<file path="config.mk">
export PLATFORM = sky130hd
export DESIGN_NAME = a2r_divider
export DESIGN_NICKNAME = d
export VERILOG_FILES = /design/src/a2r_pkg.sv /design/src/a2r_divider.sv
export SDC_FILE = /design/constraint.sdc
export NUM_CORES = 2
export LEC_CHECK = 0
export BUFFER_PORTS_ARGS = -buffer_cell sky130_fd_sc_hd__buf_2
export CAP_MARGIN = 0
export CORE_UTILIZATION = 50
export CTS_CLUSTER_SIZE = 12
export DETAILED_ROUTE_END_ITERATION = 10
export GPL_TIMING_DRIVEN = 0
export PLACE_DENSITY = 0.68
export SYNTH_ARGS = -nofsm -noshare
export SYNTH_HDL_FRONTEND = slang
export SYNTH_SLANG_ARGS = --single-unit
export TNS_END_PERCENT = 50
</file>
<file path="constraint.sdc">
create_clock -name clk -period 3.7 [get_ports clk]
set_clock_uncertainty 0.2 [all_clocks]
set_input_delay 0.37 -clock clk [delete_from_list [all_inputs] [get_ports clk]]
set_output_delay 0.37 -clock clk [all_outputs]
set_load 0.02 [all_outputs]
</file>
<file path="src/a2r_pkg.sv">
`default_nettype none

package a2r_pkg;

  // fixed-point formats: q2.30 values and wider cordic working registers
  localparam int Q_W = 32;
  localparam int X_W = 34;
  localparam int CORDIC_STEPS = 30;
  localparam int DIV_BITS = 30;

  typedef logic signed [Q_W-1:0] q30_t;
  typedef logic signed [X_W-1:0] cx_t;

  localparam q30_t ONE_Q30 = 32'sh4000_0000;
  localparam q30_t POLE_EPS = 32'sd64;
  localparam cx_t CORDIC_GAIN_INV = 34'sd652032874;

  // arctangent of 2^-i in turns, 2^32 per turn
  localparam logic [31:0] ATAN_TURNS [CORDIC_STEPS] = '{
    32'h20000000, 32'h12E4051E, 32'h09FB385B, 32'h051111D4, 32'h028B0D43, 32'h0145D7E1,
    32'h00A2F61E, 32'h00517C55, 32'h0028BE53, 32'h00145F2F, 32'h000A2F98, 32'h000517CC,
    32'h00028BE6, 32'h000145F3, 32'h0000A2FA, 32'h0000517D, 32'h000028BE, 32'h0000145F,
    32'h00000A30, 32'h00000518, 32'h0000028C, 32'h00000146, 32'h000000A3, 32'h00000051,
    32'h00000029, 32'h00000014, 32'h0000000A, 32'h00000005, 32'h00000003, 32'h00000001
  };

  // limit a working value to [-1.0, 1.0]
  function automatic q30_t clamp_q30(input cx_t v);
    if (v > cx_t'(ONE_Q30)) begin
      return ONE_Q30;
    end else if (v < -cx_t'(ONE_Q30)) begin
      return -ONE_Q30;
    end else begin
      return q30_t'(v);
    end
  endfunction

  // q2.30 product, rounded half up
  function automatic q30_t mul_q30(input q30_t a, input q30_t b);
    logic signed [63:0] p;
    p = 64'(a) * 64'(b) + 64'sd536870912;
    return q30_t'(p >>> 30);
  endfunction

endpackage

`default_nettype wire

</file>
<file path="src/a2r_divider.sv">
`default_nettype none

module a2r_divider #(
  parameter int PW = 1
) (
  input  logic                          clk,
  input  logic                          rst_n,
  input  logic                          en,
  input  logic                          in_valid,
  input  logic [30:0]                   in_rem,
  input  logic [30:0]                   in_den,
  input  logic [PW-1:0]                 in_payload,
  output logic                          out_valid,
  output logic [a2r_pkg::DIV_BITS-1:0]  out_quo,
  output logic [PW-1:0]                 out_payload
);
  import a2r_pkg::*;

  logic                vld_r [DIV_BITS+1];
  logic [30:0]         rem_r [DIV_BITS+1];
  logic [30:0]         den_r [DIV_BITS+1];
  logic [DIV_BITS-1:0] quo_r [DIV_BITS+1];
  logic [PW-1:0]       pay_r [DIV_BITS+1];

  // input stage
  always_ff @(posedge clk) begin
    if (!rst_n) begin
      vld_r[0] <= 1'b0;
    end else if (en) begin
      vld_r[0] <= in_valid;
    end
  end

  always_ff @(posedge clk) begin
    if (en) begin
      rem_r[0] <= in_rem;
      den_r[0] <= in_den;
      quo_r[0] <= '0;
      pay_r[0] <= in_payload;
    end
  end

  // restoring division, one quotient bit per stage
  for (genvar k = 0; k < DIV_BITS; k++) begin : g_bit
    logic [31:0]         t;
    logic                take;
    logic [30:0]         rem_nxt;
    logic [DIV_BITS-1:0] quo_nxt;

    always_comb begin
      t       = {rem_r[k], 1'b0};
      take    = t >= {1'b0, den_r[k]};
      rem_nxt = take ? 31'(t - {1'b0, den_r[k]}) : t[30:0];
      quo_nxt = {quo_r[k][DIV_BITS-2:0], take};
    end

    always_ff @(posedge clk) begin
      if (!rst_n) begin
        vld_r[k+1] <= 1'b0;
      end else if (en) begin
        vld_r[k+1] <= vld_r[k];
      end
    end

    always_ff @(posedge clk) begin
      if (en) begin
        rem_r[k+1] <= rem_nxt;
        den_r[k+1] <= den_r[k];
        quo_r[k+1] <= quo_nxt;
        pay_r[k+1] <= pay_r[k];
      end
    end
  end

  assign out_valid   = vld_r[DIV_BITS];
  assign out_quo     = quo_r[DIV_BITS];
  assign out_payload = pay_r[DIV_BITS];

endmodule

`default_nettype wire

</file>
==> results by group <==
STA
  – Least-Margin Pin Slew: 1190 ps
  – Worst slew margin: between 20 and 25%
  – Final worst slack: -323.2 ps
  – Final worst path period need: 4023 ps
  – Worst hold slack: -169.0 ps
  – Part of the cycle the worst path needs: 108.7%
  – Final setup vio count: between 300 and 400
  – Endpoints failing hold: between 100 and 150
  – Slew Viols, Final: 0
  – Unrepaired setup endpoints after global routing: yes
  – Max Fclk: roughly 0.25 GHz

Routing
  – Drc violations: 0
  – Vias per Instance: 5.684
  – Detailed Routing Iterations Pass 1: 8
  – Drt initial violations: between 7000 and 8000
  – Detailed Route WL: between 300000 and 400000 um
  – WL/cell: 20.11 um
  – Via Count: 86728
  – Final ANT Viol Nets: 0

Synth
  – Register area share after synthesis: 55.81%
  – Count of cell types in the netlist: 105
  – Post-synthesis net count: 11758
  – Main flop type after synthesis: edfxtp_1
  – Cells after Synth: roughly 11000
  – Number of synthesized flops with an enable pin: 2386
  – FFs w/ async S/R, synth: 0%
  – #FFs+latches synth: 2387
  – Post-synthesis cell area: 128400 um2
  – Mapped Avg Cell Area: 11.97 um2
  – Yosys warns: 0

Floorplan
  – Number of core rows: 185
  – Chip height: between 500 and 600 um
  – Initial core utilization: between 50% and 60%
  – Die W: 508.8 um
  – Core area: approximately 250000 um2
  – Num ports: approximately 100
  – Die ar.: between 200000 and 300000 um2

Worst setup path
  – FF-to-FF setup slack: -320 ps
  – Worst path required time: 4120 ps
  – Crit start category: flop
  – Most frequent CP cell: a21oi_2
  – Worst r2r path cells: 15
  – Cells along the critical path: fa_2 -> a21o_1 -> a21oi_2 -> nor2b_2 -> o21a_1 -> a221o_1 -> a31oi_4 -> a21oi_2 -> o21ai_2 -> a21oi_2 -> a2111oi_4 -> buf_6 -> buf_12 -> buf_12 -> mux2_4
  – Slowest stage cell, crit path: edfxtp_1
  – Worst Path Max Fanout: 6
  – Max incr delay on CP: roughly 450 ps
  – Critical path class: flop to flop
  – Reg2Reg Launch Point: rem_r[6][0]
  – Critical Path Sink Type: flop
  – Worst EP arrival: between 4000 and 5000 ps
  – Reg2reg end: rem_r[7][22]

GRT
  – Antenna violations before repair: 4
  – Largest net degree at the start of global routing: 194
  – Vias in the first global route: 84533
  – Gr ovfl total: 0
  – First-pass GRT wire length: 469700 um
  – All-Layer GR Usage: 22.84%

Power
  – Leakage: 63.09 nW
  – Worst VDD drop: approximately 560 uV
  – Power density cells: 923.2 nW/um2

Clock network
  – TritonCTS Buffers: just under 300
  – Clock-pin slew on the worst setup and hold paths: 60 ps
  – TritonCTS clock tree: yes
  – Root Driver: clkbuf_16
  – CTS max path bufs: 4
  – Hold-fix buffers, CTS: 128
  – Clock Latency Late Sink: between 900 and 1000 ps
  – CTS Sinks: 2387
  – Htree depth: 5

Layout
  – Commonest non-fill, non-tap cell in the layout: edfxtp_1
  – Ratio of cells with drive above 1 in the final layout: 16.49%
  – Area of the multi-input gates: between 50000 and 60000 um2
  – Area grow syn2layout: 18.94%
  – FILL cells: around 20000
  – Layout Utilization: 59.99%
  – NumNets Final: 12726
  – Commonest cells after routing, fill and taps aside: edfxtp_1 (2386), inv_1 (1097), ha_1 (883)
  – Seq. cell area: approximately 70000 um2

Flow run
  – # Max-Cap Violations: 0

Min path
  – Hold path depth: 1
  – Hold_sp: en
  – HP Class: primary input to flop
  – WHS Endpoint: quo_r[16][0]

Place
  – Port Buffer Count: 98
  – Post-DP HPWL: 212400 um
  – Gpl congestion: 0.9280

Outcome
  – Failing checks: negative hold slack, negative setup slack
  – Outcome: finished with violations
Yosys cell counts, types with 67 or more instances:
| master | number | area share (%) |
|---|---|---|
| o21ai_0 | 479 | 1.9 |
| inv_1 | 1128 | 3.3 |
| o21a_1 | 116 | 0.68 |
| a211oi_1 | 67 | 0.39 |
| clkbuf_1 | 142 | 0.42 |
| a31oi_1 | 110 | 0.54 |
| a21o_1 | 533 | 3.1 |
| nand4_1 | 147 | 0.72 |
| o21ai_1 | 134 | 0.52 |
| edfxtp_1 | 2386 | 56 |
| nand2_1 | 527 | 1.5 |
| nand2b_1 | 118 | 0.57 |
| and3_1 | 90 | 0.44 |
| mux2_2 | 130 | 1.1 |
| mux2_1 | 342 | 3.0 |
| nor3_1 | 72 | 0.28 |
| xor2_1 | 285 | 1.9 |
| nor2b_1 | 115 | 0.56 |
| nand3_1 | 138 | 0.54 |
| xnor2_1 | 492 | 3.4 |
| o21bai_1 | 111 | 0.65 |
| a21oi_1 | 875 | 3.4 |
| ha_1 | 929 | 9.1 |
| nor2_1 | 624 | 1.8 |
timing repair:
action | CTS | global route
setup endpoints to repair | 953 | 1095
buffers inserted | 242 | 190
endpoints found under the hold margin | 220 | 126
pin swaps | 175 | 274
cloned | 17 | 22
resized for setup | 724 | 658
registers in the layout (all words and copies together) (netlist names):
name / flops
den_r: 930
rem_r: 930
quo_r: 465
pay_r: 31
vld_r: 31
metrics by stage:
stage	TNS (ps)	area (um2)	cells	total power, mW	setup slack (ps)
detailed placement	-971380	133500	14211	100.7	-1424
global route	-109510	152700	15256	149.5	-425.9
floorplan	-46.11	128400	10733	85.47	-5.348
finish	-36020	152700	15259	141.0	-323.2
global placement	-	133100	14197	101.5	-35020
CTS	-28730	148700	15068	134.9	-275.4
per-layer routing:
metal  global-route usage (%)  part of all wire [%]
met2                    36.19                    46
met5                        0                     0
met3                    3.281                   5.3
met4                    6.085                   2.4
met1                    32.80                    46
critical path: cells and delay by family, from the launching register on:
kind	cells	cell delay (ps)
adders and majority gates	1	430
DFF	1	450
muxes	1	310
and+or+nand+nor	1	70
buffers and inverters	3	470
AOI/OAI and AO/OA	9	1820
cells by family after synthesis:
group | count (synthesis) | synth area share [%]
muxes | 486 | 4.248
DFF | 2387 | 55.81
buffers and inverters | 1344 | 4.021
AOI/OAI and AO/OA | 2774 | 13.64
xor gates and xnor gates | 777 | 5.299
and+or+nand+nor | 2007 | 7.480
adders and majority gates | 958 | 9.503
cell type report:
class | instances | area share (%)
antenna | 4 | 0.006553
clock buffer | 340 | 4.916
tap | 3366 | 2.757
sequential | 2387 | 46.92
multi-input combinational | 7002 | 36.45
clock inverter | 139 | 0.7593
buffer | 194 | 1.106
inverter | 1134 | 2.804
timing repair buffer | 693 | 4.278
worst max-delay path by stage:
stage	depth (start not counted)	end	startpoint
floorplan	13	rem_r[1][22]	rem_r[0][0]
global placement	2	vld_r[0][10]	en
detailed placement	14	rem_r[17][9]	den_r[4][0]
CTS	16	rem_r[7][19]	den_r[1][63]
global route	15	rem_r[7][15]	rem_r[6][0]
finish	15	rem_r[7][22]	rem_r[6][0]
power breakdown:
group | leakage [nW] | switching (mW) | total (mW) | internal [mW]
clock network | 4.26 | 10.8 | 26.4 | 15.6
logic | 35.5 | 37.3 | 70.3 | 33.0
registers | 23.4 | 4.31 | 44.3 | 40.0
Power figures use the tool's default switching activity.
